### config.mk
export PLATFORM = sky130hd
export DESIGN_NAME = frame_lsb_metadata_embed_check
export DESIGN_NICKNAME = d
export VERILOG_FILES = /design/src/rtl/flmec_pkg.sv /design/src/rtl/frame_lsb_metadata_embed_check.sv /design/src/rtl/flmec_spacing.sv /design/src/rtl/flmec_core.sv
export SDC_FILE = /design/constraint.sdc
export NUM_CORES = 1
export LEC_CHECK = 0
export BUFFER_PORTS_ARGS = -buffer_cell sky130_fd_sc_hd__buf_2
export CORE_ASPECT_RATIO = 2
export CORE_MARGIN = 5
export CORE_UTILIZATION = 46
export CTS_CLUSTER_SIZE = 20
export DETAILED_ROUTE_END_ITERATION = 6
export GPL_ROUTABILITY_DRIVEN = 0
export PLACE_DENSITY = 0.73
export SLEW_MARGIN = 40
export SYNTH_ARGS = -nofsm -noshare
export SYNTH_HDL_FRONTEND = slang
export SYNTH_SLANG_ARGS = --single-unit
### constraint.sdc
create_clock -name clk_i -period 5 [get_ports clk_i]
set_clock_uncertainty 0.1 [all_clocks]
set_input_delay 0.5 -clock clk_i [delete_from_list [all_inputs] [get_ports clk_i]]
set_output_delay 0.5 -clock clk_i [all_outputs]
set_load 0.005 [all_outputs]
### src/rtl/flmec_pkg.sv
`timescale 1ns / 1ps
// ---------------------------------------------------------------------------
// flmec_pkg
// Shared types and constants of the frame LSB metadata embedder / checker.
// ---------------------------------------------------------------------------
package flmec_pkg;

  localparam int unsigned SIZE_W     = 24;
  localparam int unsigned SPACING_W  = 17;   // frame size / 192 fits in 17 bits
  localparam int unsigned BITNUM_W   = 8;    // counts 0..192
  localparam int unsigned CFG_ADDR_W = 1;
  localparam int unsigned META_BITS  = 192;

  localparam logic [31:0]         META_MAGIC       = 32'h5643_414D;
  localparam logic [SIZE_W-1:0]   FRAME_SIZE_RESET = 24'd1382400;
  localparam logic [SPACING_W-1:0] SPACING_RESET   =
    SPACING_W'(FRAME_SIZE_RESET / META_BITS);

  // Division by three of an 18-bit value: (x * DIV3_MUL) >> DIV3_SHIFT.
  localparam logic [17:0] DIV3_MUL   = 18'd174763;
  localparam int unsigned DIV3_SHIFT = 19;

  localparam logic MODE_EMBED = 1'b0;
  localparam logic MODE_CHECK = 1'b1;

  typedef enum logic [CFG_ADDR_W-1:0] {
    CFG_FRAME_SIZE = 1'b0,
    CFG_MODE       = 1'b1
  } cfg_reg_e;

  typedef enum logic [2:0] {
    ST_OK      = 3'd0,
    ST_LENGTH  = 3'd1,
    ST_MAGIC   = 3'd2,
    ST_INDEX   = 3'd3,
    ST_COUNTER = 3'd4,
    ST_TIME    = 3'd5
  } status_e;

  typedef struct packed {
    logic [63:0] stamp;
    logic [63:0] counter;
    logic [31:0] index;
    logic        last;
    logic        first;
    logic [7:0]  data;
  } in_beat_t;

  typedef struct packed {
    status_e    status;
    logic       status_valid;
    logic       last;
    logic [7:0] data;
  } out_beat_t;

  // Field that carries metadata bit k.
  function automatic status_e field_of(logic [BITNUM_W-1:0] k);
    status_e f;
    if (k < 8'd32) begin
      f = ST_MAGIC;
    end else if (k < 8'd64) begin
      f = ST_INDEX;
    end else if (k < 8'd128) begin
      f = ST_COUNTER;
    end else begin
      f = ST_TIME;
    end
    return f;
  endfunction

endpackage

### src/rtl/frame_lsb_metadata_embed_check.sv
`timescale 1ns / 1ps
// ---------------------------------------------------------------------------
// frame_lsb_metadata_embed_check
// Embeds or checks a 192-bit metadata record in the byte LSBs of a frame.
// ---------------------------------------------------------------------------
// Bytes of a frame enter one beat at a time and leave one beat per input
// beat, through an input register, then the embed / check logic,
// then an output register. A new beat is taken every cycle as long as the
// output side keeps taking results; the output register and the input
// register together absorb one stalled beat. The metadata record (magic,
// buffer index, frame counter, timestamp, each LSB first) sits in the LSB of
// every spacing-th byte, spacing being the frame size divided by 192. The
// spacing is recomputed by one reciprocal multiply when the frame size
// register is written. Configure only while no beat is in flight.
module frame_lsb_metadata_embed_check #(
  parameter int unsigned POSITION_WIDTH = 24
) (
  input  logic         clk_i,
  input  logic         rst_ni,
  // tdata: data_byte[7:0], buf_idx[39:8], frame_seq[103:40],
  //        timestamp[167:104]
  input  logic [167:0] s_axis_tdata_i,
  input  logic         s_axis_tuser_i,   // first_byte
  input  logic         s_axis_tlast_i,   // last_byte
  input  logic         s_axis_tvalid_i,
  output logic         s_axis_tready_o,
  // tdata: data_out[7:0], check_status[10:8], zero padding[15:11]
  output logic [15:0]  m_axis_tdata_o,
  output logic         m_axis_tuser_o,   // status_valid
  output logic         m_axis_tlast_o,   // last_out
  output logic         m_axis_tvalid_o,
  input  logic         m_axis_tready_i,
  input  logic                                cfg_valid_i,
  output logic                                cfg_ready_o,
  input  logic [flmec_pkg::CFG_ADDR_W-1:0]    cfg_addr_i,
  input  logic [flmec_pkg::SIZE_W-1:0]        cfg_data_i
);

  logic [flmec_pkg::SIZE_W-1:0]    frame_size_q;
  logic [flmec_pkg::SPACING_W-1:0] spacing_q, spacing_d;
  logic                            mode_q;
  flmec_pkg::in_beat_t             in_q;
  logic                            in_valid_q;
  flmec_pkg::out_beat_t            out_q, result;
  logic                            out_valid_q;
  logic                            advance;
  logic                            s_fire;

  assign cfg_ready_o = 1'b1;

  flmec_spacing u_spacing (
    .size_i    (cfg_data_i),
    .spacing_o (spacing_d)
  );

  always_ff @(posedge clk_i or negedge rst_ni) begin
    if (!rst_ni) begin
      frame_size_q <= flmec_pkg::FRAME_SIZE_RESET;
      spacing_q    <= flmec_pkg::SPACING_RESET;
      mode_q       <= flmec_pkg::MODE_EMBED;
    end else if (cfg_valid_i) begin
      unique case (flmec_pkg::cfg_reg_e'(cfg_addr_i))
        flmec_pkg::CFG_FRAME_SIZE: begin
          frame_size_q <= cfg_data_i;
          spacing_q    <= spacing_d;
        end
        flmec_pkg::CFG_MODE: begin
          mode_q <= cfg_data_i[0];
        end
        default: begin
        end
      endcase
    end
  end

  // The logic stage moves when its result can land in the output register.
  assign advance         = in_valid_q && (!out_valid_q || m_axis_tready_i);
  assign s_axis_tready_o = !in_valid_q || advance;
  assign s_fire          = s_axis_tvalid_i && s_axis_tready_o;

  always_ff @(posedge clk_i or negedge rst_ni) begin
    if (!rst_ni) begin
      in_valid_q  <= 1'b0;
      out_valid_q <= 1'b0;
    end else begin
      if (s_axis_tready_o) begin
        in_valid_q <= s_axis_tvalid_i;
      end
      if (advance) begin
        out_valid_q <= 1'b1;
      end else if (m_axis_tready_i) begin
        out_valid_q <= 1'b0;
      end
    end
  end

  always_ff @(posedge clk_i) begin
    if (s_fire) begin
      in_q <= '{stamp:   s_axis_tdata_i[167:104],
                counter: s_axis_tdata_i[103:40],
                index:   s_axis_tdata_i[39:8],
                last:    s_axis_tlast_i,
                first:   s_axis_tuser_i,
                data:    s_axis_tdata_i[7:0]};
    end
    if (advance) begin
      out_q <= result;
    end
  end

  flmec_core #(
    .POSITION_WIDTH (POSITION_WIDTH)
  ) u_core (
    .clk_i        (clk_i),
    .rst_ni       (rst_ni),
    .advance_i    (advance),
    .beat_i       (in_q),
    .mode_i       (mode_q),
    .frame_size_i (frame_size_q),
    .spacing_i    (spacing_q),
    .result_o     (result)
  );

  assign m_axis_tvalid_o = out_valid_q;
  assign m_axis_tdata_o  = {5'b0, out_q.status, out_q.data};
  assign m_axis_tuser_o  = out_q.status_valid;
  assign m_axis_tlast_o  = out_q.last;

  // A status is only ever reported on the last beat of a frame.
  a_status_on_last: assert property (@(posedge clk_i) disable iff (!rst_ni)
    m_axis_tvalid_o && m_axis_tuser_o |-> m_axis_tlast_o)
    else $error("status reported on a beat that is not the last");

  // Without a valid status the status code stays zero.
  a_status_zero: assert property (@(posedge clk_i) disable iff (!rst_ni)
    m_axis_tvalid_o && !m_axis_tuser_o |-> m_axis_tdata_o[10:8] == 3'd0)
    else $error("status code set without status valid");

  // The status code never exceeds the timestamp mismatch code.
  a_status_range: assert property (@(posedge clk_i) disable iff (!rst_ni)
    m_axis_tvalid_o |-> m_axis_tdata_o[10:8] <= 3'd5)
    else $error("status code out of range");

  // The bit spacing never drops to zero, whatever frame size is written.
  a_spacing_nonzero: assert property (@(posedge clk_i) disable iff (!rst_ni)
    spacing_q != '0)
    else $error("metadata bit spacing is zero");

endmodule

### src/rtl/flmec_spacing.sv
`timescale 1ns / 1ps
// ---------------------------------------------------------------------------
// flmec_spacing
// Metadata bit spacing: frame size divided by 192, never below one.
// ---------------------------------------------------------------------------
module flmec_spacing (
  input  logic [flmec_pkg::SIZE_W-1:0]    size_i,
  output logic [flmec_pkg::SPACING_W-1:0] spacing_o
);

  logic [17:0] size_div64;
  logic [35:0] product;
  logic [flmec_pkg::SPACING_W-1:0] quotient;

  // 192 = 64 * 3: shift away the power of two, then divide by three
  // with a reciprocal multiply that is exact for all 18-bit values.
  assign size_div64 = size_i[flmec_pkg::SIZE_W-1:6];
  assign product    = 36'(size_div64) * 36'(flmec_pkg::DIV3_MUL);
  assign quotient   = product[flmec_pkg::DIV3_SHIFT +: flmec_pkg::SPACING_W];
  assign spacing_o  = (quotient == '0) ? flmec_pkg::SPACING_W'(1) : quotient;

endmodule

### src/rtl/flmec_core.sv
`timescale 1ns / 1ps
// ---------------------------------------------------------------------------
// flmec_core
// Per-frame state and the single-pass embed / check logic for one beat.
// ---------------------------------------------------------------------------
module flmec_core #(
  parameter int unsigned POSITION_WIDTH = 24
) (
  input  logic                            clk_i,
  input  logic                            rst_ni,
  input  logic                            advance_i,
  input  flmec_pkg::in_beat_t             beat_i,
  input  logic                            mode_i,
  input  logic [flmec_pkg::SIZE_W-1:0]    frame_size_i,
  input  logic [flmec_pkg::SPACING_W-1:0] spacing_i,
  output flmec_pkg::out_beat_t            result_o
);

  logic [POSITION_WIDTH-1:0]         pos_q, pos_d, pos_cur;
  logic [flmec_pkg::SPACING_W-1:0]   cd_q, cd_d, cd_cur;
  logic [flmec_pkg::BITNUM_W-1:0]    bn_q, bn_d, bn_cur;
  flmec_pkg::status_e                mm_q, mm_d, mm_cur;
  logic [31:0]                       index_q, index_cur;
  logic [63:0]                       counter_q, counter_cur;
  logic [63:0]                       stamp_q, stamp_cur;
  logic [flmec_pkg::META_BITS-1:0]   meta;
  logic                              hit;
  logic                              meta_bit;
  logic                              len_bad;

  // A first beat restarts the frame before the beat itself is handled.
  assign pos_cur     = beat_i.first ? '0 : pos_q;
  assign cd_cur      = beat_i.first ? '0 : cd_q;
  assign bn_cur      = beat_i.first ? '0 : bn_q;
  assign mm_cur      = beat_i.first ? flmec_pkg::ST_OK : mm_q;
  assign index_cur   = beat_i.first ? beat_i.index : index_q;
  assign counter_cur = beat_i.first ? beat_i.counter : counter_q;
  assign stamp_cur   = beat_i.first ? beat_i.stamp : stamp_q;

  assign meta     = {stamp_cur, counter_cur, index_cur, flmec_pkg::META_MAGIC};
  assign hit      = (bn_cur < flmec_pkg::BITNUM_W'(flmec_pkg::META_BITS)) && (cd_cur == '0);
  assign meta_bit = hit ? meta[bn_cur] : 1'b0;
  assign len_bad  = (33'(pos_cur) + 33'd1) != 33'(frame_size_i);

  always_comb begin
    pos_d    = pos_cur;
    cd_d     = cd_cur;
    bn_d     = bn_cur;
    mm_d     = mm_cur;
    result_o = '{status: flmec_pkg::ST_OK, status_valid: 1'b0,
                 last: beat_i.last, data: beat_i.data};

    if (hit) begin
      if (mode_i == flmec_pkg::MODE_EMBED) begin
        result_o.data = {beat_i.data[7:1], meta_bit};
      end else if ((beat_i.data[0] != meta_bit) && (mm_cur == flmec_pkg::ST_OK)) begin
        mm_d = flmec_pkg::field_of(bn_cur);
      end
      bn_d = bn_cur + flmec_pkg::BITNUM_W'(1);
      cd_d = spacing_i - flmec_pkg::SPACING_W'(1);
    end else if (cd_cur != '0) begin
      cd_d = cd_cur - flmec_pkg::SPACING_W'(1);
    end

    if (beat_i.last) begin
      if (mode_i == flmec_pkg::MODE_CHECK) begin
        result_o.status_valid = 1'b1;
        if (len_bad) begin
          result_o.status = flmec_pkg::ST_LENGTH;
        end else if (mm_d != flmec_pkg::ST_OK) begin
          result_o.status = mm_d;
        end else if (bn_d < flmec_pkg::BITNUM_W'(flmec_pkg::META_BITS)) begin
          // Frame ended before every metadata bit was seen.
          result_o.status = flmec_pkg::field_of(bn_d);
        end
      end
      pos_d = '0;
      cd_d  = '0;
      bn_d  = '0;
      mm_d  = flmec_pkg::ST_OK;
    end else if (pos_cur != '1) begin
      pos_d = pos_cur + POSITION_WIDTH'(1);
    end
  end

  always_ff @(posedge clk_i or negedge rst_ni) begin
    if (!rst_ni) begin
      pos_q     <= '0;
      cd_q      <= '0;
      bn_q      <= '0;
      mm_q      <= flmec_pkg::ST_OK;
      index_q   <= '0;
      counter_q <= '0;
      stamp_q   <= '0;
    end else if (advance_i) begin
      pos_q     <= pos_d;
      cd_q      <= cd_d;
      bn_q      <= bn_d;
      mm_q      <= mm_d;
      index_q   <= index_cur;
      counter_q <= counter_cur;
      stamp_q   <= stamp_cur;
    end
  end

endmodule

==> results of run 1 <==
-- worst paths after layout --
kind                                     from                  to  slack (ns)
min                        s_axis_tdata_i[76]            in_q[78]        0.02
max reg2reg                           in_q[8]   m_axis_tdata_o[9]        0.40
min reg2reg                           in_q[5]   m_axis_tdata_o[5]        0.32
max in group asynchronous              rst_ni  u_core.index_q[14]        3.41
min in group asynchronous              rst_ni     frame_size_q[4]        0.39
max                            cfg_data_i[15]        spacing_q[0]       -0.63
-- cell usage after synthesis (all sizes together) (19+ instances only) --
library cell	n	area, sq um
a21oi	68	340
buf	37	221
clkbuf	52	195
dfrtp	247	6180
edfxtp	183	5500
fa	108	2160
ha	168	2100
inv	247	927
mux2	188	2120
mux4	28	631
nand2	116	435
nor2	74	280
nor3	38	190
o21ai	86	430
o22ai	19	119
xnor2	46	403
xor2	37	332
-- report_power, final --
part	leakage, nW	internal [W]	switching [W]
Combinational	8.05	0.00495	0.00495
Sequential	4.86	0.00436	0.000421
Clock	0.593	0.00157	0.00137
-- critical path, stage by stage --
cell,delay [ns]
buf_12,0.11
ha_4,0.24
ha_4,0.27
inv_4,0.04
fa_1,0.49
fa_1,0.51
inv_1,0.06
fa_1,0.54
inv_2,0.05
fa_1,0.52
inv_2,0.05
ha_4,0.23
o21a_1,0.16
o211ai_1,0.22
buf_4,0.17
a21oi_4,0.04
o31ai_4,0.34
nand2_2,0.15
xor2_4,0.21
a2111oi_4,0.36
nand4bb_1,0.13
or4b_1,0.47
o21ai_1,0.13
-- what timing repair did --
| item | 4_1_cts | 5_1_grt |
|---|---|---|
| setup buffers | 15 | 2 |
| hold buffers | 114 | 0 |
| pin swaps | 25 | 10 |
| cloned | 0 | 0 |
| gates resized for setup | 41 | 26 |
| endpoints found under the setup margin | 8 | 11 |
| hold endpoints to repair | 167 | 0 |
-- area by class of cell --
class | count | area, sq um
Clock buffer | 50 | 1020
Sequential cell | 439 | 11900
Fill cell | 4315 | 23400
Clock inverter | 20 | 210
Timing Repair Buffer | 483 | 3550
Multi-Input combinational cell | 1269 | 12400
Antenna cell | 2 | 5.00
Inverter | 247 | 930
Tap cell | 676 | 846
-- sequential cells by signal, indices dropped and copies added, names as in the netlist --
register,flops
u_core.stamp_q,64
u_core.mm_q,3
in_q,170
u_core.bn_q,8
m_axis_tvalid_o,1
m_axis_tdata_o,11
mode_q,1
u_core.index_q,32
u_core.cd_q,17
m_axis_tuser_o,1
spacing_q,17
in_valid_q,1
u_core.pos_q,24
frame_size_q,24
m_axis_tlast_o,1
u_core.counter_q,64
-- kinds of logic after synthesis --
group           count (synthesis)  synth area share, %
mux                           227                 11.4
other cells                     2               0.0301
compound gates                306                 7.84
buf+inv                       336                 5.38
flops                         439                 47.7
fa+ha+maj                     276                 17.1
xor+xnor                       83                 2.94
simple gates                  371                 7.63
-- per-stage QoR --
step	hold slack, ns	instance area (sq um)
finish	0.0172	30800
global route	0.000132	30800
CTS	0.0000629	30700
global placement	0.302	28000
detailed placement	0.305	28000
floorplan	0.104	25400
-- per-layer routing --
metal	up-vias	GRT usage, %	wire length [um]
li1	8030	-	-
met1	8758	22.8	22200
met2	552	43.7	37700
met3	189	2.93	2640
met4	0	13.0	4420
met5	-	0	0
==> impl_metrics.json, run 1 <==
{
  "h-tree-depth": 2,
  "io_buffers": 214,
  "synth_warnings": 0,
  "rsz0062_at_grt": "true",
  "first_pass_iters": 5,
  "synth_edf_count": 183,
  "finalPower_w": 0.0176,
  "violations": "setup timing",
  "num_vias": 17500,
  "maxSlewViolCount": 0,
  "worstMarginPinSlew_ns": 0.754,
  "hp-class": "primary input to flop",
  "gr-usage-all-layers_pct": 22.6,
  "start_util_pct": 46.1,
  "drc": 0,
  "final_cells": 3186,
  "hold_depth": 1,
  "final.setup.tns_ns": -2.38,
  "drive_gt1_share_pct": 29.9,
  "first_iter_violations": 842,
  "clkTransAtPathRegs_ns": 0.07,
  "setup_viol": 8,
  "timing.final.crit_share_pct": 113,
  "fmax_mhz": 178,
  "final_common_cell": "dfrtp_1",
  "grt_pass1_vias": 19400,
  "cts-root-buf": "clkbuf_16",
  "area_growth_pct": 23.4,
  "worst_slack_ns": -0.629,
  "drt-total-wl_mm": 67.0,
  "leakagePower_nw": 13.5,
  "async_flop_share_pct": 58.3,
  "wl_per_cell_um": 21.0,
  "clk_path_buf_depth": 3,
  "mostFrequentLayoutCells": "245 x dfrtp_1, 234 x inv_1, 206 x buf_2, 186 x mux2_2, 183 x edfxtp_1",
  "antenna_found_initial": 3,
  "arrival_ns": 6.00,
  "status": "finished with violations",
  "synthCells": 2040,
  "timing.setup.critical_path_class": "primary input to flop",
  "peakVddDrop_v": 0.000701,
  "ant_nets": 0,
  "via_per_inst": 5.50,
  "crit_required_ns": 5.37,
  "dieArea_sq_mm": 0.0594,
  "fin_nets": 2954,
  "synth_cell_types": 86,
  "clk_latency_ns": 0.56,
  "cts_buffers": 38,
  "syn_avg_cell_area_sq_um": 12.2,
  "place_inst": 2983,
  "cts_sinks": 439,
  "cts_tree": "done",
  "slew_headroom_pct": 48.4,
  "ys_dominant_reg_cell": "dfrtp_1",
  "cp-start-kind": "primary input",
  "row_count": 121,
  "worstPathMaxFanout": 5,
  "grt_pass1_wl_mm": 106,
  "grt_max_degree": 93,
  "coreArea_sq_mm": 0.0542,
  "die_x_um": 175,
  "end_kind": "flop",
  "grt_remaining_overflow": 0,
  "final_util_pct": 56.9,
  "place_ws_ns": -1.22,
  "p_per_area_mw_per_mm2": 571,
  "hpwlAfterDp_mm": 49.1,
  "synth-seq-cells": 439,
  "synth_area_sq_mm": 0.0250,
  "reg2regPathDepth": 13,
  "ios": 221,
  "fin_crit_ns": 5.63,
  "hold_viol_final": 0,
  "die_h_um": 340,
  "max-cap-violations": 0,
  "ys_seq_area_share_pct": 47.7
}
Power figures use the tool's default switching activity.
==> inputs of run 2 (changes only) <==
Settings changed: ABC_AREA set to 1, PLACE_DENSITY 0.73 to 0.7, RECOVER_POWER set to 100.
Clock period 5 ns to 6.7 ns, I/O delays scaled along.
==> run 2 against run 1 <==
The flow finishes with violations (capacitance limit, slew limit). Clock power is 24% lower. Largest power group unchanged. Design area is 3.0% lower. Total power is 30% lower. Cell count is 27% higher. Non-clock buffer count is 249 lower. Core utilization is 6.0 points lower.
==> impl_metrics.json, run 2 <==
{
  "status": "finished with violations",
  "violations": "capacitance limit, slew limit",
  "crit_required_ns": 7.08,
  "via_per_inst": 5.35,
  "final.setup.tns_ns": 0,
  "crit_path_top_delay_cell": "fa_1",
  "grt_pass1_vias": 21800,
  "timing.final.crit_share_pct": 88.2,
  "arrival_ns": 6.29,
  "area_growth_pct": 9.93,
  "die_x_um": 182,
  "ys_dominant_reg_cell": "dfrtp_1",
  "peakVddDrop_v": 0.000317,
  "synth_cell_types": 59,
  "synth_area_sq_mm": 0.0272,
  "drt-total-wl_mm": 83.9,
  "ys_seq_area_share_pct": 43.8,
  "synthCells": 3063,
  "grt_max_degree": 146,
  "die_h_um": 354,
  "reg.largest.list": "in_q: 170 flops, u_core.counter_q: 64 flops, u_core.stamp_q: 64 flops",
  "clk_path_buf_depth": 3,
  "maxSlewViolCount": 419,
  "clk_latency_ns": 0.58,
  "synthTopCellsByCount": "705 x nand2_1, 497 x inv_1, 265 x o21ai_0",
  "cts_tree": "done",
  "first_iter_violations": 1633,
  "cp_num_cells": 25,
  "worst-path-buf-inv": 6,
  "grt_remaining_overflow": 0,
  "coreArea_sq_mm": 0.0588,
  "cts_sinks": 439,
  "setup_viol": 0,
  "largest_register": "in_q",
  "fin_nets": 3704,
  "drc": 0,
  "dieArea_sq_mm": 0.0644,
  "cts_resized": 0,
  "slew_headroom_pct": -197,
  "hold_ws_ns": 0.161,
  "fin_crit_ns": 5.91,
  "timing.setup.critical_path_class": "primary input to flop",
  "yosys.area.top_type_share_pct": 22.7,
  "clkTransAtPathRegs_ns": 0.07,
  "synth_edf_count": 183,
  "yosysTopAreaCell": "dfrtp_1",
  "drive_gt1_share_pct": 10.5,
  "gr-usage-all-layers_pct": 25.5,
  "worstMarginPinSlew_ns": 4.45,
  "leakagePower_nw": 14.1,
  "async_flop_share_pct": 58.3,
  "ios": 221,
  "io_buffers": 214,
  "worstPathMaxFanout": 6,
  "cts-root-buf": "clkbuf_16",
  "crit_family": "adder cells",
  "max-cap-violations": 8,
  "fmax_mhz": 169,
  "cts_buffers": 39,
  "hold_depth": 1,
  "num_vias": 21600,
  "start_util_pct": 46.3,
  "synth-seq-cells": 439,
  "final_common_cell": "nand2_1",
  "hp-class": "primary input to flop",
  "syn_avg_cell_area_sq_um": 8.88,
  "antenna_found_initial": 13,
  "cpPeakStageDelay_ns": 0.59,
  "hpwlAfterDp_mm": 63.9,
  "p_per_area_mw_per_mm2": 410,
  "wl_per_cell_um": 20.8,
  "first_pass_iters": 7,
  "end_kind": "flop",
  "largest_reg_flops": 170,
  "reg2regPathDepth": 15,
  "rsz0062_at_grt": "false",
  "synth_warnings": 0,
  "hold_viol_final": 0,
  "mostFrequentLayoutCells": "710 x nand2_1, 496 x inv_1, 267 x o21ai_0, 246 x dfrtp_1, 198 x nor2_1",
  "ant_nets": 0,
  "row_count": 126,
  "cp-start-kind": "primary input",
  "h-tree-depth": 2,
  "grt_pass1_wl_mm": 125,
  "ys_top_cells_by_area": "dfrtp_1 23%, edfxtp_1 20%, nand2_1 9.7%, fa_1 7.9%, ha_1 7.7%",
  "synthMostInstantiatedCell": "nand2_1"
}
==> run 2: timing repair <==
item,4_1_cts,5_1_grt
hold endpoints to repair,31,0
buffers inserted,0,0
hold buffers,1,0
==> run 2: cells by family after synthesis <==
logic type / Yosys count / share of synthesized area (%)
adder cells (fa/ha/maj): 276 / 15.7
flip-flops: 439 / 43.8
AND/OR/NAND/NOR: 1196 / 18.9
buffers and inverters: 627 / 9.43
multiplexers: 57 / 2.36
other: 2 / 0.0276
AO/OA/AOI/OAI: 420 / 8.36
XOR/XNOR: 46 / 1.51
==> run 2: metrics by stage <==
step | area [sq um] | std cells | worst slack (ns) | utilization [%] | power [W]
6_report | 29900 | 4037 | 0.789 | 50.9 | 0.0122
5_1_grt | 29900 | 4035 | 0.448 | 50.8 | 0.0132
4_1_cts | 30100 | 4026 | 1.06 | 51.1 | 0.0122
3_5_place_dp | 28900 | 3953 | 0.468 | 49.1 | 0.00995
3_3_place_gp | 28800 | 3953 | 0.521 | 49.0 | 0.00983
2_1_floorplan | 27200 | 3067 | 1.21 | - | 0.00813
==> run 2: final cells by class <==
| type | count | area (sq um) |
|---|---|---|
| Timing Repair Buffer | 234 | 1150 |
| Clock buffer | 55 | 1090 |
| Tap cell | 768 | 961 |
| Multi-Input combinational cell | 2001 | 12700 |
| Clock inverter | 17 | 123 |
| Inverter | 513 | 1940 |
| Antenna cell | 10 | 25.0 |
| Fill cell | 5600 | 28900 |
| Sequential cell | 439 | 11900 |
==> run 2: worst reg2reg max path: cells and delay by family (launching register included) <==
kind                   cells  cell delay [ns]
AOI/OAI and AO/OA          4             1.68
buffers and inverters      2             2.39
DFF                        1             0.51
and+or+nand+nor            9             0.92
==> run 2: metal layers <==
| layer | up-vias | GRT usage, % | part of all wire (%) |
|---|---|---|---|
| met5 | - | 0 | 0 |
| met4 | 0 | 22.1 | 11 |
| met3 | 300 | 2.47 | 4.6 |
| met2 | 827 | 46.2 | 52 |
| met1 | 10300 | 25.7 | 32 |
| li1 | 10200 | - | - |
==> run 2: final timing paths <==
check	start	end	slack, ns
max	cfg_data_i[9]	spacing_q[0]	0.79
min	s_axis_tdata_i[137]	in_q[139]	0.16
max reg2reg	in_q[8]	m_axis_tdata_o[9]	0.86
min reg2reg	in_q[5]	m_axis_tdata_o[5]	0.32
max in group asynchronous	rst_ni	u_core.index_q[22]	1.86
min in group asynchronous	rst_ni	u_core.stamp_q[45]	2.13
==> run 2: power breakdown <==
group	switching, W	internal (W)	total [W]
sequential	0.000279	0.00338	0.00365
combinational	0.00424	0.00213	0.00637
clock	0.00107	0.00116	0.00222
total	0.00558	0.00667	0.0122
